[config.mk]
export PLATFORM = sky130hd
export DESIGN_NAME = pcc_cell
export DESIGN_NICKNAME = d
export VERILOG_FILES = /design/src/rtl/pcc_pkg.sv /design/src/rtl/pcc_cell.sv
export SDC_FILE = /design/constraint.sdc
export NUM_CORES = 1
export LEC_CHECK = 0
export BUFFER_PORTS_ARGS = -buffer_cell sky130_fd_sc_hd__buf_4
export CAP_MARGIN = 20
export CORE_MARGIN = 8
export CORE_UTILIZATION = 45
export DETAILED_ROUTE_END_ITERATION = 7
export PLACE_DENSITY = 0.7
export SLEW_MARGIN = 20
export SYNTH_ARGS = -nofsm -noshare
export SYNTH_HDL_FRONTEND = slang
export SYNTH_SLANG_ARGS = --single-unit
[constraint.sdc]
create_clock -name clk -period 14.9 [get_ports clk]
set_input_delay 2.235 -clock clk [delete_from_list [all_inputs] [get_ports clk]]
set_output_delay 2.235 -clock clk [all_outputs]
set_load 0.005 [all_outputs]
[src/rtl/pcc_pkg.sv]
// ----------------------------------------------------------------------------
// Polar / Cartesian converter package
// Shared widths, constants, the CORDIC word type and the stage angle table.
// ----------------------------------------------------------------------------
`default_nettype none

package pcc_pkg;

    // Micro-rotation count and fixed-point formats.
    localparam int CORDIC_STAGES = 16;
    localparam int FRACTION_BITS = 16;
    localparam int GUARD         = 24;
    localparam int WORD_W        = 32;
    localparam int ANGLE_IN_W    = 26;
    localparam int ANGLE_FRAC    = 32;

    // Stream word widths, padded to whole bytes.
    localparam int TDATA_IN_W  = ((WORD_W + ANGLE_IN_W + 7) / 8) * 8;
    localparam int TDATA_OUT_W = ((2 * WORD_W + 7) / 8) * 8;

    // Internal widths: coordinates carry guard bits and headroom for the gain,
    // angles hold up to about 512 degrees with 32 fraction bits.
    localparam int COORD_W = WORD_W + GUARD + 3;
    localparam int ANGLE_W = ANGLE_FRAC + 10;
    localparam int RED_W   = ANGLE_IN_W + 1;
    localparam int SHIFT_W = $clog2(CORDIC_STAGES);
    localparam int WIDE_W  = WORD_W + 5;

    // Inverse of the CORDIC limit gain with 32 fraction bits.
    localparam logic [WORD_W-1:0] INV_GAIN   = 32'h9B74EDA8;
    // 180/pi with 26 fraction bits, used to build the angle table.
    localparam logic [63:0]       RAD_TO_DEG = 64'd3845054675;

    // Action codes carried in tuser.
    localparam logic ACT_TO_CART  = 1'b0;
    localparam logic ACT_TO_POLAR = 1'b1;

    // Turn constants in the input angle format.
    localparam logic signed [RED_W-1:0] FULL_IN    = RED_W'(360) <<< FRACTION_BITS;
    localparam logic signed [RED_W-1:0] HALF_IN    = RED_W'(180) <<< FRACTION_BITS;
    localparam logic signed [RED_W-1:0] QUARTER_IN = RED_W'(90) <<< FRACTION_BITS;

    typedef logic signed [COORD_W-1:0] coord_t;
    typedef logic signed [ANGLE_W-1:0] angle_t;

    // Turn constants in the internal angle format.
    localparam angle_t HALF_Z    = angle_t'(180) <<< ANGLE_FRAC;
    localparam angle_t QUARTER_Z = angle_t'(90) <<< ANGLE_FRAC;

    // Saturation bounds.
    localparam logic [WORD_W-1:0] SAT_HI = {1'b0, {(WORD_W - 1){1'b1}}};
    localparam logic [WORD_W-1:0] SAT_LO = {1'b1, {(WORD_W - 1){1'b0}}};
    localparam logic signed [WIDE_W-1:0] WIDE_MAX =
        (WIDE_W'(1) <<< (WORD_W - 1)) - WIDE_W'(1);
    localparam logic signed [WIDE_W-1:0] WIDE_MIN = -(WIDE_W'(1) <<< (WORD_W - 1));

    // One CORDIC word as it travels along the chain of cells.
    typedef struct packed {
        logic   vec;
        logic   flip;
        logic   zero;
        coord_t x;
        coord_t y;
        angle_t z;
    } cordic_t;

    // Division of a series term by the odd number 2k+1.
    function automatic logic [63:0] odd_div(input logic [63:0] p, input int unsigned k);
        logic [63:0] q;
        case (k)
            0:  q = p;
            1:  q = p / 64'd3;
            2:  q = p / 64'd5;
            3:  q = p / 64'd7;
            4:  q = p / 64'd9;
            5:  q = p / 64'd11;
            6:  q = p / 64'd13;
            7:  q = p / 64'd15;
            8:  q = p / 64'd17;
            9:  q = p / 64'd19;
            10: q = p / 64'd21;
            11: q = p / 64'd23;
            12: q = p / 64'd25;
            13: q = p / 64'd27;
            14: q = p / 64'd29;
            15: q = p / 64'd31;
            16: q = p / 64'd33;
            17: q = p / 64'd35;
            18: q = p / 64'd37;
            19: q = p / 64'd39;
            20: q = p / 64'd41;
            21: q = p / 64'd43;
            22: q = p / 64'd45;
            23: q = p / 64'd47;
            24: q = p / 64'd49;
            25: q = p / 64'd51;
            26: q = p / 64'd53;
            27: q = p / 64'd55;
            28: q = p / 64'd57;
            29: q = p / 64'd59;
            30: q = p / 64'd61;
            31: q = p / 64'd63;
            default: q = p;
        endcase
        return q;
    endfunction

    // atan(2^-idx) in degrees with 32 fraction bits, from the arctangent series.
    function automatic logic [ANGLE_W-1:0] stage_angle(input int unsigned idx);
        logic [63:0] p;
        logic [63:0] sum;
        logic [63:0] acc;
        logic [63:0] st;
        if (idx == 0)
        begin
            st = 64'd45 << 32;
        end
        else
        begin
            p   = 64'd1 << (60 - idx);
            sum = 64'd0;
            for (int k = 0; k < 32; k++)
            begin
                if (p != 64'd0)
                begin
                    if ((k & 1) != 0)
                        sum = sum - odd_div(p, k);
                    else
                        sum = sum + odd_div(p, k);
                    p = p >> (2 * idx);
                end
            end
            acc = (sum >> 32) * RAD_TO_DEG +
                  (((sum & 64'hFFFF_FFFF) * RAD_TO_DEG) >> 32);
            st  = (acc + (64'd1 << 21)) >> 22;
        end
        return st[ANGLE_W-1:0];
    endfunction

    // Clamp to the signed word range; the top bit of the result is the overflow flag.
    function automatic logic [WORD_W:0] sat_word(input logic signed [WIDE_W-1:0] v);
        logic [WORD_W:0] r;
        if (v > WIDE_MAX)
            r = {1'b1, SAT_HI};
        else if (v < WIDE_MIN)
            r = {1'b1, SAT_LO};
        else
            r = {1'b0, v[WORD_W-1:0]};
        return r;
    endfunction

endpackage

`default_nettype wire

[src/rtl/pcc_cell.sv]
// ----------------------------------------------------------------------------
// Polar / Cartesian converter CORDIC cell
// One registered micro-rotation, in rotation or vectoring mode.
// ----------------------------------------------------------------------------
`default_nettype none

module pcc_cell (
    input  wire logic                         clk,
    input  wire logic                         rst_n,
    input  wire logic                         in_valid,
    output logic                              in_ready,
    input  wire pcc_pkg::cordic_t             in_data,
    input  wire logic [pcc_pkg::SHIFT_W-1:0]  shift,
    input  wire pcc_pkg::angle_t              angle,
    output logic                              out_valid,
    input  wire logic                         out_ready,
    output pcc_pkg::cordic_t                  out_data
);
    import pcc_pkg::*;

    cordic_t data_reg;
    cordic_t data_next;
    logic    valid_reg;
    logic    valid_next;
    coord_t  xi;
    coord_t  yi;
    angle_t  zi;
    coord_t  dx;
    coord_t  dy;
    logic    ccw;

    assign in_ready = !valid_reg || out_ready;

    // Rotation steers on the residual angle, vectoring on the sign of y.
    always_comb
    begin
        xi  = in_data.x;
        yi  = in_data.y;
        zi  = in_data.z;
        dx  = yi >>> shift;
        dy  = xi >>> shift;
        ccw = in_data.vec ? yi[COORD_W-1] : !zi[ANGLE_W-1];

        data_next = in_data;
        if (ccw)
        begin
            data_next.x = xi - dx;
            data_next.y = yi + dy;
            data_next.z = zi - angle;
        end
        else
        begin
            data_next.x = xi + dx;
            data_next.y = yi - dy;
            data_next.z = zi + angle;
        end
    end

    assign valid_next = in_ready ? in_valid : valid_reg;

    always_ff @(posedge clk or negedge rst_n)
    begin
        if (!rst_n)
            valid_reg <= 1'b0;
        else
            valid_reg <= valid_next;
    end

    always_ff @(posedge clk)
    begin
        if (in_ready && in_valid)
        begin
            data_reg <= data_next;
        end
    end

    assign out_valid = valid_reg;
    assign out_data  = data_reg;

`ifndef ASSERT_OFF
    // In vectoring mode every micro-rotation moves x away from the y axis.
    a_vec_grow: assert property (@(posedge clk) disable iff (!rst_n)
        in_valid && in_ready && in_data.vec |=> $signed(out_data.x) >= $signed($past(xi)))
        else $error("vectoring step reduced x");
`endif

endmodule

`default_nettype wire

# Word-level counts from Yosys, hierarchy flattened
# Index checks and enable logic that the tools add are counted.
[word_totals]
latch_bits = 0
out_inout_bits = 165
in_bits = 213
register_bits = 164
rom_bits = 0
wordCells = 21
ramBits = 0
n_memories = 0
[op_classes]
add_sub_neg = 6
shifts = 2
n_reduce_logical = 4
div_mod_pow = 0
eq_ne = 0
order_cmp = 0
n_mux = 2
bitwise_logic = 0
multipliers = 0
[op_table]
columns = ["operator", "count"]
rows = [
  ["two-way mux 160 bit", 1],
  ["adder 59 bit", 2],
  [">>> shifter 59 x 4 -> 59 bit", 2],
  ["subtractor 59 bit", 2],
  ["adder 42 bit", 1],
  ["subtractor 42 bit", 1],
  ["logical NOT 1 bit", 2],
  ["logical AND 1 bit", 1],
  ["logical OR 1 bit", 1],
  ["two-way mux 1 bit", 1],
]

# Logic depth before layout (Yosys ltp)
[logic_depth]
word_depth = 3
mapped_depth = 31
ltp_nobuf = 25

# Least setup slack after synthesis
# No wires, ideal clock.
[synth_timing]
path_type = "input to register"
from = "in shift[0] in the netlist's numbering"
to = "reg data_reg, in the netlist out_data[98] (data pin)"
arrival_ns = 8.683
stages = 30
setup_slack_ns = 5.956
t_required_ns = 14.639
setup_ns = 0.261
n_path_buf = 10
cell_sequence = "buf_2 buf_4 buf_2 buf_2 clkbuf_1 clkbuf_1 buf_1 clkbuf_1 buf_1 nand3_1 o21ai_0 ha_1 nand2b_1 a21oi_1 nand3_1 or2_1 nor3_1 a21oi_1 xnor2_1 ha_1 clkbuf_1 nand2_1 or4_1 o211ai_1 a31oi_1 a211oi_1 o31ai_1 a21oi_1 nor4_1 a311o_1"
[synth_lines]
columns = ["item", "line_no", "text"]
rows = [
  ["from (decl)", "pcc_cell.sv:13", "input wire logic [pcc_pkg::SHIFT_W-1:0] shift,"],
  ["to (signal assigned)", "pcc_cell.sv:73", "data_reg <= data_next;"],
  ["to (decl)", "pcc_cell.sv:21", "cordic_t data_reg;"],
]

==> metrics.json <==
{
  "synthesis": {
    "synthesis.nets": 3012,
    "synth_area_sq_um": 23400,
    "seq_area_frac_synth_pct": 21.0,
    "synthesis.instances": 2624,
    "synth.yosys.warnings": 0,
    "async_reset_ff_share_pct": 0.610,
    "synthesis.area_per_instance_sq_um": 8.91,
    "yosys_register_bits": 164,
    "synth-edff-count": 163,
    "netlist.area_leader.share_pct": 20.9,
    "yosys-top-cells-area": "sky130_fd_sc_hd__edfxtp_1, sky130_fd_sc_hd__mux4_2, sky130_fd_sc_hd__ha_1, sky130_fd_sc_hd__xnor2_1, sky130_fd_sc_hd__a21oi_1",
    "synth_largest_area_cell": "sky130_fd_sc_hd__edfxtp_1",
    "synth_ff_type": "sky130_fd_sc_hd__edfxtp_1",
    "synth.distinct_cells": 89
  },
  "power_and_ir_drop": {
    "total_leakage_power_nw": 11.2,
    "worst_ir_drop_vdd_mv": 0.0924,
    "report.power.total_mw": 2.76,
    "power_per_unit_of_standard_cell_area_nw_per_um2": 102
  },
  "global_routing": {
    "antenna_violations_before_repair": 4,
    "grt_usage_pct": 25.5,
    "overflow": 0,
    "via_count_of_the_first_global_routing_pass": 21600,
    "grt_max_degree": 91,
    "first_pass_grt_wire_length_um": 122000
  },
  "finish": {
    "fill_cells": 4766,
    "drive_gt1_share_pct": 20.8,
    "most-common-layout-cells": "sky130_fd_sc_hd__buf_4, sky130_fd_sc_hd__nand2_1, sky130_fd_sc_hd__a21oi_1, sky130_fd_sc_hd__o21ai_0, sky130_fd_sc_hd__xnor2_1",
    "design.final.nets": 3297,
    "layout-area-overhead-vs-synth_pct": 16.1,
    "design_area_sq_um": 27200,
    "layout_commonest_cell": "sky130_fd_sc_hd__buf_4"
  },
  "sta": {
    "drv_slew": 0,
    "rsz0062_at_grt": "false",
    "setup_total_negative_slack_ps": 0,
    "relSlewSlack_pct": 30.2,
    "worstMarginPinSlew_ps": 1040,
    "period_share_pct": 61.3,
    "maxClockFrequency_mhz": 110,
    "finalHoldViolations": 0,
    "final_critical_path_setup_slack_ps": 5770,
    "min_period_ps": 9130,
    "final-setup-viol-count": 0,
    "hold-worst-slack_ps": 558,
    "finClkSkew_ps": 14.4
  },
  "place": {
    "postPlaceCellArea_sq_um": 26600,
    "post_dp_hpwl_um": 63000,
    "dp_slack_ps": 5340,
    "routabilityCongestion": 0.928,
    "place.port_buffers": 377
  },
  "floorplan": {
    "ios": 378,
    "die_height_um": 244,
    "chipWidth_um": 244,
    "die_outline_area_sq_um": 59500,
    "core_region_area_sq_um": 51300,
    "number_of_core_rows": 83,
    "initial_utilization_pct": 45.6
  },
  "worst_setup_path": {
    "crit_arrival_ps": 9360,
    "worst-path-max-fanout": 69,
    "worstSetupPathType": "primary input to flop",
    "cp-start-kind": "primary input",
    "worstPathRequired_ps": 15130,
    "crit_path_end_kind": "flop"
  },
  "detailed_routing": {
    "antenna_left": 0,
    "wirelength_routed_um": 79200,
    "first_iteration_detailed_routing_drc_count": 2236,
    "drcViolationCount": 0,
    "vias_per_cell": 6.20,
    "drt_first_pass_iters": 6,
    "average_detailed_routed_wire_length_per_instance_um": 22.0,
    "routed-via-count": 22300
  },
  "cts": {
    "clkSlewWorstSetupHoldPaths_ps": 80,
    "tritoncts": "yes",
    "h-tree-depth": 4,
    "cts.repair_timing.setup_buffer_count": 0,
    "cts_made_buffers": 17,
    "cts_root_buf": "sky130_fd_sc_hd__clkbuf_16",
    "cts_buffer_depth": 2,
    "post_cts_hold_buffer_count": 0,
    "clock_sinks": 164,
    "worst_skew_late_latency_ps": 490,
    "post_cts_resized": 0
  },
  "status": {
    "outcome": "finished, final reports clean"
  },
  "worst_hold_path": {
    "timing.hold.worst.class": "flop to flop"
  },
  "flow_run": {
    "timing.max_cap.violations": 0
  }
}
state kept, by name, indices dropped and copies added (netlist names):
name	cells
out_valid	1
out_data	163
path summary, 6_finish.rpt:
check | start | endpoint | slack, ps | cells past startpoint
worst min register to register | out_valid | out_valid | 560 | 2
worst min-delay path | out_valid | out_valid | 560 | 2
worst max-delay path | shift[0] | out_data[155] | 5770 | 25
min in group asynchronous | rst_n | out_valid | 1500 | 1
max in group asynchronous | rst_n | out_valid | 13310 | 1
worst max register to register | out_valid | out_data[97] | 11970 | 4
cell families after synthesis:
family	Yosys count	synth area share, %
and+or+nand+nor	793	16.3
AOI/OAI and AO/OA	762	20.5
xor gates and xnor gates	290	10.9
muxes	244	18.1
buffers and inverters	196	3.75
adders and majority gates	175	9.46
DFF	164	21.0
area by class of cell:
cell class                 count  area (sq um)  area share (%)
antenna                        2          5.00          0.0184
clock buffer                  17           425            1.57
clock inverter                15           143           0.525
inverter                      70           265           0.977
multi-input combinational   2264         17600            64.8
sequential                   164          4920            18.1
tap                          680           851            3.13
timing repair buffer         392          2950            10.9
power breakdown:
group / total (mW) / internal (mW) / switching (mW)
Clock: 0.447 / 0.234 / 0.213
Combinational: 1.61 / 0.709 / 0.899
Sequential: 0.703 / 0.672 / 0.0310
critical path, cell delays in order:
cell and delay [ps]:
sky130_fd_sc_hd__buf_4 90, sky130_fd_sc_hd__buf_4 570, sky130_fd_sc_hd__buf_4 780, sky130_fd_sc_hd__mux4_2 600
sky130_fd_sc_hd__mux2_2 300, sky130_fd_sc_hd__mux2i_1 250, sky130_fd_sc_hd__a21boi_1 310, sky130_fd_sc_hd__and2_1 250
sky130_fd_sc_hd__nand2_1 160, sky130_fd_sc_hd__nor2_1 240, sky130_fd_sc_hd__a21oi_1 160, sky130_fd_sc_hd__a21oi_1 190
sky130_fd_sc_hd__xnor2_1 90, sky130_fd_sc_hd__ha_1 410, sky130_fd_sc_hd__inv_1 80, sky130_fd_sc_hd__nor2_1 300
sky130_fd_sc_hd__nand3_1 160, sky130_fd_sc_hd__a2111oi_0 470, sky130_fd_sc_hd__nor2_1 210, sky130_fd_sc_hd__o21ai_0 550
sky130_fd_sc_hd__a2111oi_0 260, sky130_fd_sc_hd__buf_4 210, sky130_fd_sc_hd__o21bai_1 170, sky130_fd_sc_hd__a21oi_1 120
sky130_fd_sc_hd__xnor2_1 130
stage by stage:
step / utilization [%] / instances
floorplan: - / 2624
global placement: 51.8 / 3570
detailed placement: 51.8 / 3570
CTS: 52.9 / 3602
global route: 52.9 / 3604
finish: 52.9 / 3604
Yosys cell counts (36+ instances only):
| cell type | number |
|---|---|
| sky130_fd_sc_hd__xor2_1 | 116 |
| sky130_fd_sc_hd__edfxtp_1 | 163 |
| sky130_fd_sc_hd__a21o_1 | 91 |
| sky130_fd_sc_hd__nor3_1 | 47 |
| sky130_fd_sc_hd__mux4_2 | 124 |
| sky130_fd_sc_hd__nand2b_1 | 39 |
| sky130_fd_sc_hd__a31oi_1 | 36 |
| sky130_fd_sc_hd__a21oi_1 | 232 |
| sky130_fd_sc_hd__clkbuf_1 | 65 |
| sky130_fd_sc_hd__nor2_1 | 154 |
| sky130_fd_sc_hd__mux2i_1 | 81 |
| sky130_fd_sc_hd__nand3_1 | 66 |
| sky130_fd_sc_hd__o21ai_0 | 181 |
| sky130_fd_sc_hd__inv_1 | 68 |
| sky130_fd_sc_hd__xnor2_1 | 174 |
| sky130_fd_sc_hd__nand2_1 | 307 |
| sky130_fd_sc_hd__ha_1 | 172 |
per-layer routing:
| metal | wire length, um | track usage (%) | up-vias |
|---|---|---|---|
| met1 | 33400 | 33.9 | 10600 |
| li1 | - | - | 10500 |
| met2 | 37000 | 41.8 | 1065 |
| met5 | 12 | 0 | - |
| met4 | 1700 | 7.20 | 2 |
| met3 | 7040 | 4.91 | 108 |
No activity file was read; power rests on OpenSTA's default activity.
