$ cat src/rtl/pcc_pkg.sv
// ----------------------------------------------------------------------------
// Polar / Cartesian converter package
// Shared widths, constants, the CORDIC word type and the stage angle table.
// ----------------------------------------------------------------------------
`default_nettype none

package pcc_pkg;

    // Micro-rotation count and fixed-point formats.
    localparam int CORDIC_STAGES = 16;
    localparam int FRACTION_BITS = 16;
    localparam int GUARD         = 24;
    localparam int WORD_W        = 32;
    localparam int ANGLE_IN_W    = 26;
    localparam int ANGLE_FRAC    = 32;

    // Stream word widths, padded to whole bytes.
    localparam int TDATA_IN_W  = ((WORD_W + ANGLE_IN_W + 7) / 8) * 8;
    localparam int TDATA_OUT_W = ((2 * WORD_W + 7) / 8) * 8;

    // Internal widths: coordinates carry guard bits and headroom for the gain,
    // angles hold up to about 512 degrees with 32 fraction bits.
    localparam int COORD_W = WORD_W + GUARD + 3;
    localparam int ANGLE_W = ANGLE_FRAC + 10;
    localparam int RED_W   = ANGLE_IN_W + 1;
    localparam int SHIFT_W = $clog2(CORDIC_STAGES);
    localparam int WIDE_W  = WORD_W + 5;

    // Inverse of the CORDIC limit gain with 32 fraction bits.
    localparam logic [WORD_W-1:0] INV_GAIN   = 32'h9B74EDA8;
    // 180/pi with 26 fraction bits, used to build the angle table.
    localparam logic [63:0]       RAD_TO_DEG = 64'd3845054675;

    // Action codes carried in tuser.
    localparam logic ACT_TO_CART  = 1'b0;
    localparam logic ACT_TO_POLAR = 1'b1;

    // Turn constants in the input angle format.
    localparam logic signed [RED_W-1:0] FULL_IN    = RED_W'(360) <<< FRACTION_BITS;
    localparam logic signed [RED_W-1:0] HALF_IN    = RED_W'(180) <<< FRACTION_BITS;
    localparam logic signed [RED_W-1:0] QUARTER_IN = RED_W'(90) <<< FRACTION_BITS;

    typedef logic signed [COORD_W-1:0] coord_t;
    typedef logic signed [ANGLE_W-1:0] angle_t;

    // Turn constants in the internal angle format.
    localparam angle_t HALF_Z    = angle_t'(180) <<< ANGLE_FRAC;
    localparam angle_t QUARTER_Z = angle_t'(90) <<< ANGLE_FRAC;

    // Saturation bounds.
    localparam logic [WORD_W-1:0] SAT_HI = {1'b0, {(WORD_W - 1){1'b1}}};
    localparam logic [WORD_W-1:0] SAT_LO = {1'b1, {(WORD_W - 1){1'b0}}};
    localparam logic signed [WIDE_W-1:0] WIDE_MAX =
        (WIDE_W'(1) <<< (WORD_W - 1)) - WIDE_W'(1);
    localparam logic signed [WIDE_W-1:0] WIDE_MIN = -(WIDE_W'(1) <<< (WORD_W - 1));

    // One CORDIC word as it travels along the chain of cells.
    typedef struct packed {
        logic   vec;
        logic   flip;
        logic   zero;
        coord_t x;
        coord_t y;
        angle_t z;
    } cordic_t;

    // Division of a series term by the odd number 2k+1.
    function automatic logic [63:0] odd_div(input logic [63:0] p, input int unsigned k);
        logic [63:0] q;
        case (k)
            0:  q = p;
            1:  q = p / 64'd3;
            2:  q = p / 64'd5;
            3:  q = p / 64'd7;
            4:  q = p / 64'd9;
            5:  q = p / 64'd11;
            6:  q = p / 64'd13;
            7:  q = p / 64'd15;
            8:  q = p / 64'd17;
            9:  q = p / 64'd19;
            10: q = p / 64'd21;
            11: q = p / 64'd23;
            12: q = p / 64'd25;
            13: q = p / 64'd27;
            14: q = p / 64'd29;
            15: q = p / 64'd31;
            16: q = p / 64'd33;
            17: q = p / 64'd35;
            18: q = p / 64'd37;
            19: q = p / 64'd39;
            20: q = p / 64'd41;
            21: q = p / 64'd43;
            22: q = p / 64'd45;
            23: q = p / 64'd47;
            24: q = p / 64'd49;
            25: q = p / 64'd51;
            26: q = p / 64'd53;
            27: q = p / 64'd55;
            28: q = p / 64'd57;
            29: q = p / 64'd59;
            30: q = p / 64'd61;
            31: q = p / 64'd63;
            default: q = p;
        endcase
        return q;
    endfunction

    // atan(2^-idx) in degrees with 32 fraction bits, from the arctangent series.
    function automatic logic [ANGLE_W-1:0] stage_angle(input int unsigned idx);
        logic [63:0] p;
        logic [63:0] sum;
        logic [63:0] acc;
        logic [63:0] st;
        if (idx == 0)
        begin
            st = 64'd45 << 32;
        end
        else
        begin
            p   = 64'd1 << (60 - idx);
            sum = 64'd0;
            for (int k = 0; k < 32; k++)
            begin
                if (p != 64'd0)
                begin
                    if ((k & 1) != 0)
                        sum = sum - odd_div(p, k);
                    else
                        sum = sum + odd_div(p, k);
                    p = p >> (2 * idx);
                end
            end
            acc = (sum >> 32) * RAD_TO_DEG +
                  (((sum & 64'hFFFF_FFFF) * RAD_TO_DEG) >> 32);
            st  = (acc + (64'd1 << 21)) >> 22;
        end
        return st[ANGLE_W-1:0];
    endfunction

    // Clamp to the signed word range; the top bit of the result is the overflow flag.
    function automatic logic [WORD_W:0] sat_word(input logic signed [WIDE_W-1:0] v);
        logic [WORD_W:0] r;
        if (v > WIDE_MAX)
            r = {1'b1, SAT_HI};
        else if (v < WIDE_MIN)
            r = {1'b1, SAT_LO};
        else
            r = {1'b0, v[WORD_W-1:0]};
        return r;
    endfunction

endpackage

`default_nettype wire

$ cat src/rtl/pcc_post.sv
// ----------------------------------------------------------------------------
// Polar / Cartesian converter output stage
// Gain compensation of the radius, rounding, saturation and result register.
// ----------------------------------------------------------------------------
`default_nettype none

module pcc_post (
    input  wire logic                       clk,
    input  wire logic                       rst_n,
    input  wire logic                       in_valid,
    output logic                            in_ready,
    input  wire pcc_pkg::cordic_t           in_data,
    output logic                            out_valid,
    input  wire logic                       out_ready,
    output logic [pcc_pkg::WORD_W-1:0]      out_x,
    output logic [pcc_pkg::WORD_W-1:0]      out_y,
    output logic                            out_ov
);
    import pcc_pkg::*;

    typedef struct packed {
        logic                     vec;
        logic                     zero;
        logic signed [WIDE_W-1:0] ax;
        logic signed [WIDE_W-1:0] ay;
        logic [COORD_W-1:0]       hi;
        logic [WORD_W-1:0]        lo;
    } post_a_t;

    post_a_t                a_reg;
    post_a_t                a_next;
    logic                   a_valid_reg;
    logic                   a_valid_next;
    logic                   a_ready;
    logic                   b_ready;
    logic                   out_valid_reg;
    logic                   out_valid_next;
    logic [WORD_W-1:0]      out_x_reg;
    logic [WORD_W-1:0]      out_x_next;
    logic [WORD_W-1:0]      out_y_reg;
    logic [WORD_W-1:0]      out_y_next;
    logic                   out_ov_reg;
    logic                   out_ov_next;

    coord_t                   xi;
    coord_t                   yi;
    angle_t                   zi;
    angle_t                   zc;
    angle_t                   zr;
    coord_t                   xr;
    coord_t                   yr;
    logic signed [WIDE_W-1:0] rx;
    logic signed [WIDE_W-1:0] ry;
    logic [COORD_W-1:0]       xpos;
    logic [2*WORD_W-1:0]      lo_full;
    logic [COORD_W:0]         m_sum;
    logic [COORD_W:0]         m_rnd;
    logic signed [WIDE_W-1:0] rad;
    logic signed [WIDE_W-1:0] vx;
    logic [WORD_W:0]          sx;
    logic [WORD_W:0]          sy;

    assign a_ready  = !a_valid_reg || b_ready;
    assign b_ready  = !out_valid_reg || out_ready;
    assign in_ready = a_ready;

    // Stage A: round the rotation results, clamp and round the angle, and
    // split the radius gain product into high and low halves.
    always_comb
    begin
        xi = in_data.x;
        yi = in_data.y;
        zi = in_data.z;

        xr = xi + (coord_t'(1) <<< (GUARD - 1));
        yr = yi + (coord_t'(1) <<< (GUARD - 1));
        rx = WIDE_W'(xr >>> GUARD);
        ry = WIDE_W'(yr >>> GUARD);

        if (zi > HALF_Z)
            zc = HALF_Z;
        else if (zi < -HALF_Z)
            zc = -HALF_Z;
        else
            zc = zi;
        zr = zc + (angle_t'(1) <<< (ANGLE_FRAC - FRACTION_BITS - 1));

        xpos    = xi[COORD_W-1] ? '0 : xi;
        lo_full = (2 * WORD_W)'(xpos[WORD_W-1:0]) * (2 * WORD_W)'(INV_GAIN);

        a_next.vec  = in_data.vec;
        a_next.zero = in_data.zero;
        a_next.hi   = COORD_W'(xpos[COORD_W-1:WORD_W]) * COORD_W'(INV_GAIN);
        a_next.lo   = lo_full[2*WORD_W-1:WORD_W];
        if (in_data.vec)
        begin
            a_next.ax = '0;
            a_next.ay = WIDE_W'(zr >>> (ANGLE_FRAC - FRACTION_BITS));
        end
        else
        begin
            a_next.ax = in_data.flip ? -rx : rx;
            a_next.ay = in_data.flip ? -ry : ry;
        end
    end

    // Stage B: finish the radius, saturate both results.
    always_comb
    begin
        m_sum = (COORD_W + 1)'(a_reg.hi) + (COORD_W + 1)'(a_reg.lo);
        m_rnd = m_sum + ((COORD_W + 1)'(1) << (GUARD - 1));
        rad   = WIDE_W'(m_rnd >> GUARD);
        vx    = a_reg.vec ? rad : a_reg.ax;
        sx    = sat_word(vx);
        sy    = sat_word(a_reg.ay);
        if (a_reg.zero)
        begin
            out_x_next  = '0;
            out_y_next  = '0;
            out_ov_next = 1'b0;
        end
        else
        begin
            out_x_next  = sx[WORD_W-1:0];
            out_y_next  = sy[WORD_W-1:0];
            out_ov_next = sx[WORD_W] | sy[WORD_W];
        end
    end

    always_comb
    begin
        a_valid_next   = a_ready ? in_valid : a_valid_reg;
        out_valid_next = b_ready ? a_valid_reg : out_valid_reg;
    end

    always_ff @(posedge clk or negedge rst_n)
    begin
        if (!rst_n)
        begin
            a_valid_reg   <= 1'b0;
            out_valid_reg <= 1'b0;
        end
        else
        begin
            a_valid_reg   <= a_valid_next;
            out_valid_reg <= out_valid_next;
        end
    end

    always_ff @(posedge clk)
    begin
        if (a_ready && in_valid)
        begin
            a_reg <= a_next;
        end
        if (b_ready && a_valid_reg)
        begin
            out_x_reg  <= out_x_next;
            out_y_reg  <= out_y_next;
            out_ov_reg <= out_ov_next;
        end
    end

    assign out_valid = out_valid_reg;
    assign out_x     = out_x_reg;
    assign out_y     = out_y_reg;
    assign out_ov    = out_ov_reg;

`ifndef ASSERT_OFF
    // A raised overflow flag always comes with a clamped result.
    a_ov_clamped: assert property (@(posedge clk) disable iff (!rst_n)
        out_valid_reg && out_ov_reg |->
            (out_x_reg == SAT_HI) || (out_x_reg == SAT_LO) ||
            (out_y_reg == SAT_HI) || (out_y_reg == SAT_LO))
        else $error("overflow flag without a saturated result");

    // A zero vector from stage A leaves as all zeros.
    a_zero_out: assert property (@(posedge clk) disable iff (!rst_n)
        a_valid_reg && b_ready && a_reg.zero |=>
            (out_x_reg == '0) && (out_y_reg == '0) && !out_ov_reg)
        else $error("zero vector produced a nonzero result");
`endif

endmodule

`default_nettype wire

$ cat config.mk
export PLATFORM = sky130hd
export DESIGN_NAME = pcc_post
export DESIGN_NICKNAME = d
export VERILOG_FILES = /design/src/rtl/pcc_pkg.sv /design/src/rtl/pcc_post.sv
export SDC_FILE = /design/constraint.sdc
export NUM_CORES = 2
export LEC_CHECK = 0
export ABC_AREA = 1
export ABC_CLOCK_PERIOD_IN_PS = 10930
export BUFFER_PORTS_ARGS = -buffer_cell sky130_fd_sc_hd__buf_2
export CORE_ASPECT_RATIO = 1.5
export CORE_MARGIN = 2
export CORE_UTILIZATION = 35
export DETAILED_ROUTE_END_ITERATION = 8
export PLACE_DENSITY_LB_ADDON = 0.12
export SYNTH_ARGS = -nofsm -noshare
export SYNTH_HDL_FRONTEND = slang
export SYNTH_SLANG_ARGS = --single-unit
$ cat constraint.sdc
create_clock -name clk -period 10.93 [get_ports clk]
set_clock_uncertainty 0.1 [all_clocks]
set_input_delay 2.186 -clock clk [delete_from_list [all_inputs] [get_ports clk]]
set_output_delay 2.186 -clock clk [all_outputs]
set_load 0.05 [all_outputs]
# == Word-level counts from Yosys, hierarchy flattened ==
# Cells that the tools add are included.
# totals
regBits,231
latch_bits,0
ram_bits,0
mem_bits_ro,0
output_inout_bits,67
word_cells,48
memories,0
# classes
addsub,7
multipliers,2
div_mod_pow,0
magnitude_cmp,6
n_eq_ne,0
shifts,0
mux,11
bitwise,1
reduce_logical,8
# ops
op,count
37-bit two-way mux,4
33-bit two-way mux,4
"59-bit by 25-bit adder with 59-bit output, second input constant",2
42-bit two-way mux,2
"37-bit by 32-bit greater-than comparator with 1-bit output, second input constant",2
"37-bit by 32-bit < comparator with 1-bit output, second input constant",2
35-bit negator with 37-bit output,2
"32-bit by 29-bit multiplier with 61-bit output, second input constant",1
59-bit by 32-bit adder with 60-bit output,1
"60-bit by 24-bit adder with 60-bit output, second input constant",1
58-bit two-way mux,1
"26-bit by 29-bit multiplier with 55-bit output, second input constant",1
"42-bit by 17-bit adder with 42-bit output, second input constant",1
"42-bit by 41-bit greater-than comparator with 1-bit output, second input constant",1
"42-bit by 41-bit < comparator with 1-bit output, second input constant",1
2-bit OR reduction,2
1-bit logical AND,2
1-bit zero test,2
1-bit logical OR,2
1-bit OR,1

# == Depth between registers and ports, before layout ==
# logic_depth
word_depth,7
mapped_depth,34
mapped_depth_nobuf,33

# == Worst setup path after synthesis ==
# Ideal clock, no wire load.
# synth_path
kind,input to register
startpoint,in in_data[159] in the netlist's numbering
endpoint,reg a_reg[21] in the netlist's numbering (data pin)
setup_ps,265
arrival_ps,9038
setup_slack_ps,1527
stages,27
path_cell_list,clkbuf_1 -> clkinv_1 -> clkbuf_1 -> nand2_1 -> inv_1 -> fa_1 -> inv_1 -> fa_1 -> inv_1 -> fa_1 -> fa_1 -> fa_1 -> fa_1 -> fa_1 -> inv_1 -> fa_1 -> inv_1 -> ha_1 -> nand2_1 -> nor2_1 -> inv_1 -> nor4_1 -> nand3_1 -> nand3_1 -> a21oi_1 -> o21ai_0 -> xor2_1
# synth_rtl
item,line_no,text
"start, declared",pcc_post.sv:12,"input wire pcc_pkg::cordic_t in_data,"
"end signal, assigned",pcc_post.sv:154,a_reg <= a_next;
"end, declared",pcc_post.sv:30,post_a_t a_reg;

==> flow_summary.toml <==
[finish]
final_cell_mix = "inv_1, nand2_1, fa_1, ha_1, nor2_1"
drive_above_1_share_pct = 6.387
area_growth_pct = 9.162
fin_nets = 7967
largest_reg_flops = 160
diodes = 0
mostFrequentLayoutCell = "inv_1"
n_fill_cell = 15110

[clocking]
numCtsBuffers = 27
cts_setup_buffers = 0
clock_path_buffers = 3
clock_tree.root_cell = "clkbuf_16"
cts_tree = "built"
cts_sinks = 227
cts.reportedPaths.clkPinSlew_ps = 70
insertion_delay_ps = 580
cts-resized-gates = 0
ctsHoldBuffers = 0
cts_max_level = 1

[critical_path]
critPathCaptureType = "flop"
cpPeakStageDelay_ps = 690
cp.arrival_ps = 9870
crit_fanout = 45
cp_slowest_cell = "nor2_1"
cpMostUsedCell = "fa_1"
criticalPathCategory = "primary input to flop"
path_cells = "buf_2, buf_12, nor2_1, inv_1, fa_1, inv_1, fa_1, inv_1, fa_1, fa_1, fa_1, fa_1, inv_1, fa_1, ha_1, ha_1, nand2_1, inv_1, a21oi_1, o21ai_0, a221oi_1, o211ai_1, xor2_1"
required_ps = 11120
crit_family = "adder cells"
crit_buf_inv = 7
start_kind = "primary input"

[yosys]
postSynthCellCount = 6124
synthMuxAreaShare_pct = 0
synth_fp_nets = 7723
seq_area_frac_synth_pct = 13.59
synth-edff-count = 225
synth-seq-cells = 227
yosysWarnings = 0
synth-xor-area-share_pct = 2.484
yosys.area_share.simple_pct = 18.26
async_flop_share_pct = 0.8811
synth_top_family_by_area = "adder cells"
synth_flop_cell = "edfxtp_1"
avgSynthCellArea_um2 = 8.177
synth_compound_area_share_pct = 5.814
post_synth_fa_ha_maj_area_fraction_pct = 47.44
syn_area_mm2 = 0.05008
yosysUniqueCellTypes = 57

[route]
drt-pass1-iter-count = 7
drtIter0Drc = 1921
via_per_inst = 4.775
wl_um = 176800
vias = 39540
antenna_left = 0
wl_per_cell_um = 21.35
drc = 0

[sta]
finalHoldViolations = 0
timing.fmax_mhz = 103.2
relSlewSlack_pct = 21.40
post-route-min-period_ps = 9689
fin_crit_sh_pct = 88.64
setup_viol = 0
report.final.slew_viol_count = 0
fin_tns_setup_ps = 0
worst_pin_slew_ps = 1175
grt_setup_unrepaired = "false"

[floorplan]
initial_core_util_pct = 35.14
core_mm2 = 0.1425
dieWidth_um = 312.8
die_h_um = 467.3
row_count = 170
io_pins = 234
dieArea_mm2 = 0.1462

[global_routing]
grt_use_total_pct = 24.66
grt_pass1_vias = 43370
globalRoute.totalOverflow = 0
antenna_found_initial = 8
grt_pass1_wl_um = 268200
grt_start_max_net_pins = 66

[flow_run]
drv_cap = 0

[min_path]
hold_class = "flop to flop"

[place]
dp_hpwl_um = 159100
portBuffers = 210
gp_congestion = 0.9415

[outcome]
outcome = "completed"
per-layer routing:
metal	up-vias	track usage (%)	routed length, µm
li1	19280	-	-
met1	19170	27.39	67430
met2	831	48.46	96260
met3	258	1.424	4692
met4	2	9.620	8381
met5	-	0	13
logic make-up after synthesis:
family | count (synthesis)
DFF | 227
buffers and inverters | 1649
and+or+nand+nor | 2166
xor gates and xnor gates | 133
adders and majority gates | 1432
AOI/OAI and AO/OA | 517
layout make-up:
cell class	instances	area (µm²)	share of cell area, %
Clock inverter	17	200.2	0.3662
Inverter	1588	5966	10.91
Sequential cell	227	6807	12.45
Clock buffer	32	694.4	1.270
Tap cell	1892	2367	4.331
Timing Repair Buffer	276	1559	2.852
Multi-Input combinational cell	4248	37070	67.82
final timing paths:
path | from | end | slack, ps | depth (start not counted)
min in group asynchronous | rst_n | out_valid | 1280 | 1
setup reg to reg | a_reg[28] | out_ov | 7010 | 17
hold / removal | a_valid_reg | out_valid | 420 | 2
max in group asynchronous | rst_n | a_valid_reg | 9360 | 1
hold reg to reg | a_valid_reg | out_valid | 420 | 2
setup / recovery | in_data[159] | a_reg[27] | 1240 | 23
worst register-to-register path, delay by kind of cell (launching register included):
family / cells / cell delay [ps]
DFF: 1 / 420
adders and majority gates: 2 / 730
AOI/OAI and AO/OA: 1 / 140
buffers and inverters: 2 / 120
and+or+nand+nor: 12 / 2180
stage by stage:
step	cell area, µm²	util [%]	worst slack [ps]	instances	hold WS, ps
after floorplan	50080	-	1527	6124	347.1
after global placement	53770	37.73	529.7	8231	393.4
after detailed placement	53770	37.73	625.9	8231	406.3
after CTS	54660	38.36	1192	8280	423.0
after global routing	54660	38.36	842.0	8280	440.0
final	54660	38.36	1241	8280	417.0
Yosys cell counts (9+ instances only):
cell type  count  area (µm²)
o21ai_0      149       745.7
xnor2_1       46       402.9
nor3_1        68       340.3
edfxtp_1     225        6756
o211ai_1      10       75.07
fa_1         778       15570
nand4_1       49       306.5
o21a_1         9       67.56
ha_1         654        8183
nand3b_1      22       165.2
inv_1       1580        5931
clkbuf_1      34       127.6
a21boi_0      11       82.58
nor2_2        15       93.84
buf_1         11       41.29
a21oi_1      216        1081
a21o_1        25       187.7
a31oi_1       44       275.3
xor2_1        81       709.4
nand2_1     1101        4133
nor2_4        12       135.1
or2_2         12       75.07
buf_2         14       70.07
nand3_1      225        1126
nor2_1       606        2275
nor4_1        14       87.58
nand2_2       17       106.4
o21bai_1      21       157.7
Power is left out: the tool's default activity adds up to more than one toggle a clock period on the data nets, which glitch-free logic cannot reach.
