==> src/rtl/pcc_pkg.sv <==
// ----------------------------------------------------------------------------
// Polar / Cartesian converter package
// Shared widths, constants, the CORDIC word type and the stage angle table.
// ----------------------------------------------------------------------------
`default_nettype none

package pcc_pkg;

    // Micro-rotation count and fixed-point formats.
    localparam int CORDIC_STAGES = 16;
    localparam int FRACTION_BITS = 16;
    localparam int GUARD         = 24;
    localparam int WORD_W        = 32;
    localparam int ANGLE_IN_W    = 26;
    localparam int ANGLE_FRAC    = 32;

    // Stream word widths, padded to whole bytes.
    localparam int TDATA_IN_W  = ((WORD_W + ANGLE_IN_W + 7) / 8) * 8;
    localparam int TDATA_OUT_W = ((2 * WORD_W + 7) / 8) * 8;

    // Internal widths: coordinates carry guard bits and headroom for the gain,
    // angles hold up to about 512 degrees with 32 fraction bits.
    localparam int COORD_W = WORD_W + GUARD + 3;
    localparam int ANGLE_W = ANGLE_FRAC + 10;
    localparam int RED_W   = ANGLE_IN_W + 1;
    localparam int SHIFT_W = $clog2(CORDIC_STAGES);
    localparam int WIDE_W  = WORD_W + 5;

    // Inverse of the CORDIC limit gain with 32 fraction bits.
    localparam logic [WORD_W-1:0] INV_GAIN   = 32'h9B74EDA8;
    // 180/pi with 26 fraction bits, used to build the angle table.
    localparam logic [63:0]       RAD_TO_DEG = 64'd3845054675;

    // Action codes carried in tuser.
    localparam logic ACT_TO_CART  = 1'b0;
    localparam logic ACT_TO_POLAR = 1'b1;

    // Turn constants in the input angle format.
    localparam logic signed [RED_W-1:0] FULL_IN    = RED_W'(360) <<< FRACTION_BITS;
    localparam logic signed [RED_W-1:0] HALF_IN    = RED_W'(180) <<< FRACTION_BITS;
    localparam logic signed [RED_W-1:0] QUARTER_IN = RED_W'(90) <<< FRACTION_BITS;

    typedef logic signed [COORD_W-1:0] coord_t;
    typedef logic signed [ANGLE_W-1:0] angle_t;

    // Turn constants in the internal angle format.
    localparam angle_t HALF_Z    = angle_t'(180) <<< ANGLE_FRAC;
    localparam angle_t QUARTER_Z = angle_t'(90) <<< ANGLE_FRAC;

    // Saturation bounds.
    localparam logic [WORD_W-1:0] SAT_HI = {1'b0, {(WORD_W - 1){1'b1}}};
    localparam logic [WORD_W-1:0] SAT_LO = {1'b1, {(WORD_W - 1){1'b0}}};
    localparam logic signed [WIDE_W-1:0] WIDE_MAX =
        (WIDE_W'(1) <<< (WORD_W - 1)) - WIDE_W'(1);
    localparam logic signed [WIDE_W-1:0] WIDE_MIN = -(WIDE_W'(1) <<< (WORD_W - 1));

    // One CORDIC word as it travels along the chain of cells.
    typedef struct packed {
        logic   vec;
        logic   flip;
        logic   zero;
        coord_t x;
        coord_t y;
        angle_t z;
    } cordic_t;

    // Division of a series term by the odd number 2k+1.
    function automatic logic [63:0] odd_div(input logic [63:0] p, input int unsigned k);
        logic [63:0] q;
        case (k)
            0:  q = p;
            1:  q = p / 64'd3;
            2:  q = p / 64'd5;
            3:  q = p / 64'd7;
            4:  q = p / 64'd9;
            5:  q = p / 64'd11;
            6:  q = p / 64'd13;
            7:  q = p / 64'd15;
            8:  q = p / 64'd17;
            9:  q = p / 64'd19;
            10: q = p / 64'd21;
            11: q = p / 64'd23;
            12: q = p / 64'd25;
            13: q = p / 64'd27;
            14: q = p / 64'd29;
            15: q = p / 64'd31;
            16: q = p / 64'd33;
            17: q = p / 64'd35;
            18: q = p / 64'd37;
            19: q = p / 64'd39;
            20: q = p / 64'd41;
            21: q = p / 64'd43;
            22: q = p / 64'd45;
            23: q = p / 64'd47;
            24: q = p / 64'd49;
            25: q = p / 64'd51;
            26: q = p / 64'd53;
            27: q = p / 64'd55;
            28: q = p / 64'd57;
            29: q = p / 64'd59;
            30: q = p / 64'd61;
            31: q = p / 64'd63;
            default: q = p;
        endcase
        return q;
    endfunction

    // atan(2^-idx) in degrees with 32 fraction bits, from the arctangent series.
    function automatic logic [ANGLE_W-1:0] stage_angle(input int unsigned idx);
        logic [63:0] p;
        logic [63:0] sum;
        logic [63:0] acc;
        logic [63:0] st;
        if (idx == 0)
        begin
            st = 64'd45 << 32;
        end
        else
        begin
            p   = 64'd1 << (60 - idx);
            sum = 64'd0;
            for (int k = 0; k < 32; k++)
            begin
                if (p != 64'd0)
                begin
                    if ((k & 1) != 0)
                        sum = sum - odd_div(p, k);
                    else
                        sum = sum + odd_div(p, k);
                    p = p >> (2 * idx);
                end
            end
            acc = (sum >> 32) * RAD_TO_DEG +
                  (((sum & 64'hFFFF_FFFF) * RAD_TO_DEG) >> 32);
            st  = (acc + (64'd1 << 21)) >> 22;
        end
        return st[ANGLE_W-1:0];
    endfunction

    // Clamp to the signed word range; the top bit of the result is the overflow flag.
    function automatic logic [WORD_W:0] sat_word(input logic signed [WIDE_W-1:0] v);
        logic [WORD_W:0] r;
        if (v > WIDE_MAX)
            r = {1'b1, SAT_HI};
        else if (v < WIDE_MIN)
            r = {1'b1, SAT_LO};
        else
            r = {1'b0, v[WORD_W-1:0]};
        return r;
    endfunction

endpackage

`default_nettype wire

==> src/rtl/pcc_pre.sv <==
// ----------------------------------------------------------------------------
// Polar / Cartesian converter input conditioning
// Angle reduction, quadrant fold and gain compensation ahead of the CORDIC.
// ----------------------------------------------------------------------------
`default_nettype none

module pcc_pre (
    input  wire logic                           clk,
    input  wire logic                           rst_n,
    input  wire logic                           in_valid,
    output logic                                in_ready,
    input  wire logic                           in_action,
    input  wire logic signed [pcc_pkg::WORD_W-1:0]     in_x,
    input  wire logic signed [pcc_pkg::ANGLE_IN_W-1:0] in_y,
    output logic                                out_valid,
    input  wire logic                           out_ready,
    output pcc_pkg::cordic_t                    out_data
);
    import pcc_pkg::*;

    typedef struct packed {
        logic                      vec;
        logic                      flip;
        logic                      neg;
        logic                      zero;
        logic signed [WORD_W:0]    mag;
        logic signed [RED_W-1:0]   py;
        angle_t                    z;
    } pre1_t;

    pre1_t                  s1_reg;
    pre1_t                  s1_next;
    logic                   s1_valid_reg;
    logic                   s1_valid_next;
    logic                   s1_ready;
    pre1_t                  s2_reg;
    logic [2*WORD_W-1:0]    prod_reg;
    logic [2*WORD_W-1:0]    prod_next;
    logic                   s2_valid_reg;
    logic                   s2_valid_next;
    logic                   s2_ready;

    logic signed [RED_W-1:0] t0;
    logic signed [RED_W-1:0] t1;
    logic signed [RED_W-1:0] t2;
    logic signed [RED_W-1:0] t3;
    logic                    fold;
    logic                    x_neg;
    coord_t                  gain_x;
    coord_t                  cart_x;
    coord_t                  polar_x;
    coord_t                  polar_y;

    // Handshake between the two register stages.
    assign s1_ready = !s1_valid_reg || s2_ready;
    assign s2_ready = !s2_valid_reg || out_ready;
    assign in_ready = s1_ready;

    // Angle reduction into -180..180, then fold into -90..90.
    always_comb
    begin
        t0 = RED_W'(in_y);
        if (t0 >= FULL_IN)
            t1 = t0 - FULL_IN;
        else if (t0 <= -FULL_IN)
            t1 = t0 + FULL_IN;
        else
            t1 = t0;

        if (t1 > HALF_IN)
            t2 = t1 - FULL_IN;
        else if (t1 < -HALF_IN)
            t2 = t1 + FULL_IN;
        else
            t2 = t1;

        fold = 1'b0;
        if (t2 > QUARTER_IN)
        begin
            t3   = t2 - HALF_IN;
            fold = 1'b1;
        end
        else if (t2 < -QUARTER_IN)
        begin
            t3   = t2 + HALF_IN;
            fold = 1'b1;
        end
        else
        begin
            t3 = t2;
        end
    end

    // First stage word: magnitude of x or radius, folded y and start angle.
    always_comb
    begin
        x_neg        = in_x[WORD_W-1];
        s1_next.vec  = (in_action == ACT_TO_POLAR);
        s1_next.neg  = x_neg;
        s1_next.mag  = x_neg ? -((WORD_W + 1)'(in_x)) : (WORD_W + 1)'(in_x);
        s1_next.zero = (in_action == ACT_TO_POLAR) && (in_x == '0) && (in_y == '0);
        if (in_action == ACT_TO_POLAR)
        begin
            s1_next.flip = 1'b0;
            s1_next.py   = x_neg ? -(RED_W'(in_y)) : RED_W'(in_y);
            if (!x_neg)
                s1_next.z = '0;
            else if (!in_y[ANGLE_IN_W-1])
                s1_next.z = HALF_Z;
            else
                s1_next.z = -HALF_Z;
        end
        else
        begin
            s1_next.flip = fold;
            s1_next.py   = '0;
            s1_next.z    = angle_t'(t3) <<< (ANGLE_FRAC - FRACTION_BITS);
        end
    end

    // Gain compensation product for the rotation path.
    assign prod_next = (2 * WORD_W)'(s1_reg.mag[WORD_W-1:0]) * (2 * WORD_W)'(INV_GAIN);

    always_comb
    begin
        s1_valid_next = s1_ready ? in_valid : s1_valid_reg;
        s2_valid_next = s2_ready ? s1_valid_reg : s2_valid_reg;
    end

    always_ff @(posedge clk or negedge rst_n)
    begin
        if (!rst_n)
        begin
            s1_valid_reg <= 1'b0;
            s2_valid_reg <= 1'b0;
        end
        else
        begin
            s1_valid_reg <= s1_valid_next;
            s2_valid_reg <= s2_valid_next;
        end
    end

    always_ff @(posedge clk)
    begin
        if (s1_ready && in_valid)
        begin
            s1_reg <= s1_next;
        end
        if (s2_ready && s1_valid_reg)
        begin
            s2_reg   <= s1_reg;
            prod_reg <= prod_next;
        end
    end

    // Start vector for the first cell.
    always_comb
    begin
        gain_x  = coord_t'(prod_reg >> (WORD_W - GUARD));
        cart_x  = s2_reg.neg ? -gain_x : gain_x;
        polar_x = coord_t'(s2_reg.mag) <<< GUARD;
        polar_y = coord_t'(s2_reg.py) <<< GUARD;

        out_data.vec  = s2_reg.vec;
        out_data.flip = s2_reg.flip;
        out_data.zero = s2_reg.zero;
        out_data.x    = s2_reg.vec ? polar_x : cart_x;
        out_data.y    = s2_reg.vec ? polar_y : '0;
        out_data.z    = s2_reg.z;
    end

    assign out_valid = s2_valid_reg;

`ifndef ASSERT_OFF
    // The folded rotation angle never leaves a quarter turn.
    a_fold_range: assert property (@(posedge clk) disable iff (!rst_n)
        s1_valid_reg && !s1_reg.vec |-> (s1_reg.z <= QUARTER_Z) && (s1_reg.z >= -QUARTER_Z))
        else $error("rotation angle outside a quarter turn after fold");

    // Only the vectoring path knows a zero vector, and it never folds.
    a_zero_mode: assert property (@(posedge clk) disable iff (!rst_n)
        s1_valid_reg && (s1_reg.zero || s1_reg.flip) |-> (s1_reg.vec == s1_reg.zero))
        else $error("zero or fold flag in the wrong mode");
`endif

endmodule

`default_nettype wire

==> config.mk <==
export PLATFORM = sky130hd
export DESIGN_NAME = pcc_pre
export DESIGN_NICKNAME = d
export VERILOG_FILES = /design/src/rtl/pcc_pkg.sv /design/src/rtl/pcc_pre.sv
export SDC_FILE = /design/constraint.sdc
export NUM_CORES = 2
export LEC_CHECK = 0
export BUFFER_PORTS_ARGS = -buffer_cell sky130_fd_sc_hd__buf_2
export CORE_MARGIN = 2
export CORE_UTILIZATION = 55
export CTS_CLUSTER_SIZE = 24
export DETAILED_ROUTE_END_ITERATION = 8
export GPL_TIMING_DRIVEN = 0
export PLACE_DENSITY = 0.72
export SLEW_MARGIN = 5
export SYNTH_ARGS = -nofsm -noshare
export SYNTH_HDL_FRONTEND = slang
export SYNTH_SLANG_ARGS = --single-unit
==> constraint.sdc <==
create_clock -name clk -period 9.3 [get_ports clk]
set_input_delay 1.395 -clock clk [delete_from_list [all_inputs] [get_ports clk]]
set_output_delay 1.395 -clock clk [all_outputs]
set_load 0.01 [all_outputs]
Yosys cells after proc, flatten, opt, wreduce, memory -nomap -nowiden

Cells that the tools add are included.
W data, S select, Z words.

Bits in registers: 275
Word-level logic and storage cells: 62
Input port bits: 63
Output and inout port bits: 165

$add $sub $neg: 9
$mul: 1
Reductions and logical operators: 11
Magnitude comparators: 6
Multiplexer cells: 16

Operators with widths:

| cell                     | number |
|---|---|
| $mux W59                 | 3 |
| $mux W27                 | 5 |
| $mux W42                 | 3 |
| $mul A32 B29 Y61 const B | 1 |
| $neg A56 Y59             | 1 |
| $mux W26                 | 2 |
| $neg A32 Y33             | 1 |
| $logic_not A32 Y1        | 1 |
| $mux W31                 | 1 |
| $add A26 B26 Y27 const B | 1 |
| $add A27 B26 Y27 const B | 1 |
| $gt A27 B24 Y1 const B   | 1 |
| $gt A27 B25 Y1 const B   | 1 |
| $lt A27 B24 Y1 const B   | 1 |
| $lt A27 B25 Y1 const B   | 1 |
| $neg A26 Y27             | 1 |
| $sub A26 B26 Y27 const B | 1 |
| $sub A27 B26 Y27 const B | 1 |
| $add A26 B25 Y26 const B | 1 |
| $ge A26 B26 Y1 const B   | 1 |
| $le A26 B26 Y1 const B   | 1 |
| $logic_not A26 Y1        | 1 |
| $sub A26 B25 Y26 const B | 1 |
| $logic_and A1 B1 Y1      | 4 |
| other kinds (4)          | 7 |

Depth between registers and ports, before layout

Depth after elaboration: 10
Mapped depth: 28

Least setup slack after synthesis

OpenSTA, ideal clock, no wires.

Kind: register to register
Start: reg s1_reg[83] (netlist name)
End: reg prod_reg[63], data pin
Path buffers: 0
Clock period less this slack: 7.767 ns
Path slack: 1.533 ns
Required time: 9.040 ns
Library setup time: 0.260 ns
Cell stages (with the launch flop): 28
Arrival time: 7.507 ns
Path through: edfxtp_1 inv_1 fa_1 fa_1 inv_1 fa_1 inv_1 fa_1 inv_1 fa_1 fa_1 fa_1 inv_1 fa_1 inv_1 ha_1 a21oi_1 o21ai_0 a311oi_1 o21ai_0 o31a_1 o211ai_1 a41oi_1 o2111ai_1 a211oi_1 a2111o_1 a21oi_1 xnor2_1

Word-level cells in the longest chain between the ends: 1

RTL lines:

| item                     | line           | text |
|---|---|---|
| start: declaration       | pcc_pre.sv:31  | `pre1_t s1_reg;` |
| start signal: assignment | pcc_pre.sv:148 | `s1_reg <= s1_next;` |
| $mul A32 B29 Y61         | pcc_pre.sv:122 | `assign prod_next = (2 * WORD_W)'(s1_reg.mag[WORD_W-1:0]) * (2 * WORD_W)'(INV_GAIN);` |
| named net prod_next[63]  | pcc_pre.sv:38  | `logic [2*WORD_W-1:0] prod_next;` |
| end signal: assignment   | pcc_pre.sv:153 | `prod_reg <= prod_next;` |
| end: declaration         | pcc_pre.sv:37  | `logic [2*WORD_W-1:0] prod_reg;` |

The timed path passes the listed nets, and every way through them passes these cells.
A chain may end at the register's enable or synchronous reset.

Final worst setup path

Start: reg s1_reg[87] (netlist name)
End: reg prod_reg[56], data pin

Same word-level chain as after synthesis.

==> results_dict.tcl <==
set metrics [dict create \
    die-area_um2 57200 \
    die_x_um 239 \
    clock_insertion_delay_worst_skew_ns 0.58 \
    pin_count 228 \
    relSlewSlack_pct 22.8 \
    tns_ns 0 \
    startpoint_type "flop" \
    ctsHoldBuffers 0 \
    fmax_mhz 111 \
    critPathCapture "prod_reg[56]" \
    gr-total-overflow 0 \
    worst_pin_slew_ns 1.16 \
    pre_cts_ws_ns -0.00825 \
    cts.sinks 238 \
    gp_congestion 0.957 \
    viasPerCell 5.37 \
    core_area_um2 54900 \
    critPathLaunch "s1_reg[87]" \
    ys_ff_latch 238 \
    place_inst 3787 \
    largest_register_ffs 90 \
    finalHoldViolations 0 \
    min_period_ns 9.00 \
    io_buffers 185 \
    path_clk_slew_ns 0.06 \
    antenna_found_initial 15 \
    synth_cells 2855 \
    cts_max_level 1 \
    grt_max_degree 71 \
    worst_slack_ns 0.303 \
    via_count 20900 \
    maxCapViolCount 0 \
    seqCellArea_um2 7140 \
    ys.flop_type "edfxtp_1" \
    endpoint_kind "flop" \
    slowest_delay_ns 0.92 \
    clockBufferDepth 3 \
    rr_startpoint "s1_reg[87]" \
    ant_nets 0 \
    post-synth-top-area-fraction_pct 30.1 \
    drc 0 \
    drive_gt1_share_pct 12.6 \
    crit_fanout 8 \
    status "complete, no violations" \
    yosysSeqAreaShare_pct 23.4 \
    r2r_end "prod_reg[56]" \
    reg2regPathDepth 26 \
    drt-pass1-iter-count 5 \
    yosysTopAreaCell "fa_1" \
    post-route-period-util_pct 96.7 \
    synth_edf_count 236 \
    arrival_ns 9.31 \
    rsz0062_at_grt "no" \
    grt_pass1_vias 21600 \
    r2r_setup_slack_ns 0.30 \
    clock_skew_ns 0.0243 \
    avgRoutedWirePerCell_um 20.0 \
    ctsRootBufferMaster "clkbuf_16" \
    syn_avg_cell_area_um2 10.7 \
    final_max_slew_viol_count 0 \
    start_util_pct 55.5 \
    areaGrowthSynthToFinish_pct 10.7 \
    grt_first_pass_wirelength_um 120000 \
    final_cells 3882 \
    syn_area_um2 30400 \
    synth_cell_types 90 \
    wirelength_um 77600 \
    place_hpwl_um 65000 \
    crit_type "reg -> reg" \
    nets 4042 \
    ys_top_cells_by_area "fa_1 (30%), edfxtp_1 (23%), ha_1 (15%)" \
    grtUsageTotal_pct 27.8 \
    whs_ns 0.409 \
    cp_data_required_time_ns 9.62 \
    numCtsBuffers 27 \
    finalSetupViolCount 0 \
    first_iter_violations 1588 \
    yosys_warnings 0 \
    slowest_stage "edfxtp_1" \
    multi_input_area_um2 20000 \
    hp-class "reg -> reg" \
    cpMostUsedCell "fa_1" \
    async_flop_share_pct 0.840 \
    num-fill-cells 4517 \
    cts_tree "done" \
    rows 86 \
    die_h_um 239 \
]
## stage by stage
stage / area (um^2) / util, %
after floorplan: 30600 / -
after global placement: 32400 / 59.0
after global routing: 33700 / 61.4
after detailed placement: 32500 / 59.2
after CTS: 33400 / 60.8
final: 33700 / 61.4
## cells in the mapped netlist (8+ instances only)
library cell and n:
xnor2_1 75, a21o_1 17, xor2_1 84, or4_1 12, a211oi_1 17, inv_1 735
fa_1 457, o41ai_1 16, nand4_1 8, o21a_1 15, buf_4 80, nand3_1 23
or3_1 21, o31ai_1 33, edfxtp_1 236, clkbuf_1 35, nand2_1 112, nor3_1 30
nor2b_1 36, a21oi_1 46, and2_1 36, ha_1 368, nor4_1 9, o21ai_0 97
nand2b_1 13, nor2_1 106
## per-layer routing
| metal | share of wire [%] | wire length [um] | track usage (%) | vias up |
|---|---|---|---|---|
| li1 | - | - | - | 9625 |
| met4 | 3.3 | 2590 | 8.48 | 16 |
| met1 | 41 | 31700 | 36.3 | 10400 |
| met5 | 0.15 | 120 | 0 | - |
| met2 | 47 | 36300 | 45.1 | 691 |
| met3 | 8.9 | 6910 | 7.85 | 149 |
## timing repair
item,CTS,global route
endpoints found under the setup margin,2,10
cloned,0,0
resized for setup,0,3
buffers inserted,4,38
## kinds of logic (layout without fill, tap and decap cells)
family                     Yosys count  in the layout  synth area share, %
AOI/OAI and AO/OA                  318            318                 7.15
xor gates and xnor gates           162            162                 4.74
adders and majority gates          825            825                 45.2
buffers and inverters              856           1133                 11.6
DFF                                238            238                 23.4
muxes                                6              6                0.206
other                                1             47               0.0123
and+or+nand+nor                    449            449                 7.71
## placed cells by master, fill, tap and decap left out, drive strengths merged, types with 17 or more instances in the layout
cell    netlist  routed
xor2         84      84
clkbuf       35      71
a21oi        46      46
a211oi       18      18
nor2b        36      36
nand2       112     112
fa          457     457
nor3         31      31
edfxtp      236     236
xnor2        78      78
buf          85     315
o31ai        36      36
nor2        106     106
nand3        23      23
or3          24      24
a21o         17      17
inv         736     737
o21ai       100     100
and2         36      36
ha          368     368
conb          1      41
## worst min path at each step
stage | from | to | slack [ns] | cells after the start
CTS | s1_reg[103] | s2_reg[103] | 0.41 | 0
global placement | s1_reg[47] | polar_y[29] | 0.40 | 0
global route | s1_reg[43] | polar_y[25] | 0.42 | 0
floorplan | s1_reg[102] | out_data[160] | 0.40 | 0
finish | s1_reg[103] | s2_reg[103] | 0.41 | 0
detailed placement | s1_reg[54] | polar_y[36] | 0.41 | 0
## area by class of cell
| type | instances | share of cell area (%) |
|---|---|---|
| tap | 704 | 2.61 |
| clock inverter | 11 | 0.364 |
| inverter | 736 | 8.21 |
| timing repair buffer | 230 | 3.93 |
| sequential | 238 | 21.2 |
| antenna | 6 | 0.0446 |
| buffer | 120 | 2.24 |
| multi-input combinational | 1801 | 59.2 |
| clock buffer | 36 | 2.19 |
## worst max-delay path, delay by kind of cell, from the launching register on
kind	cells	cell delay (ns)
xor+xnor	1	0.25
compound gates	9	2.09
flops	1	0.92
fa+ha+maj	9	4.47
buf+inv	4	0.23
simple gates	3	0.77
Power is not shown: default switching activity piles up to over one toggle a cycle in this logic, so the estimate is an artifact.
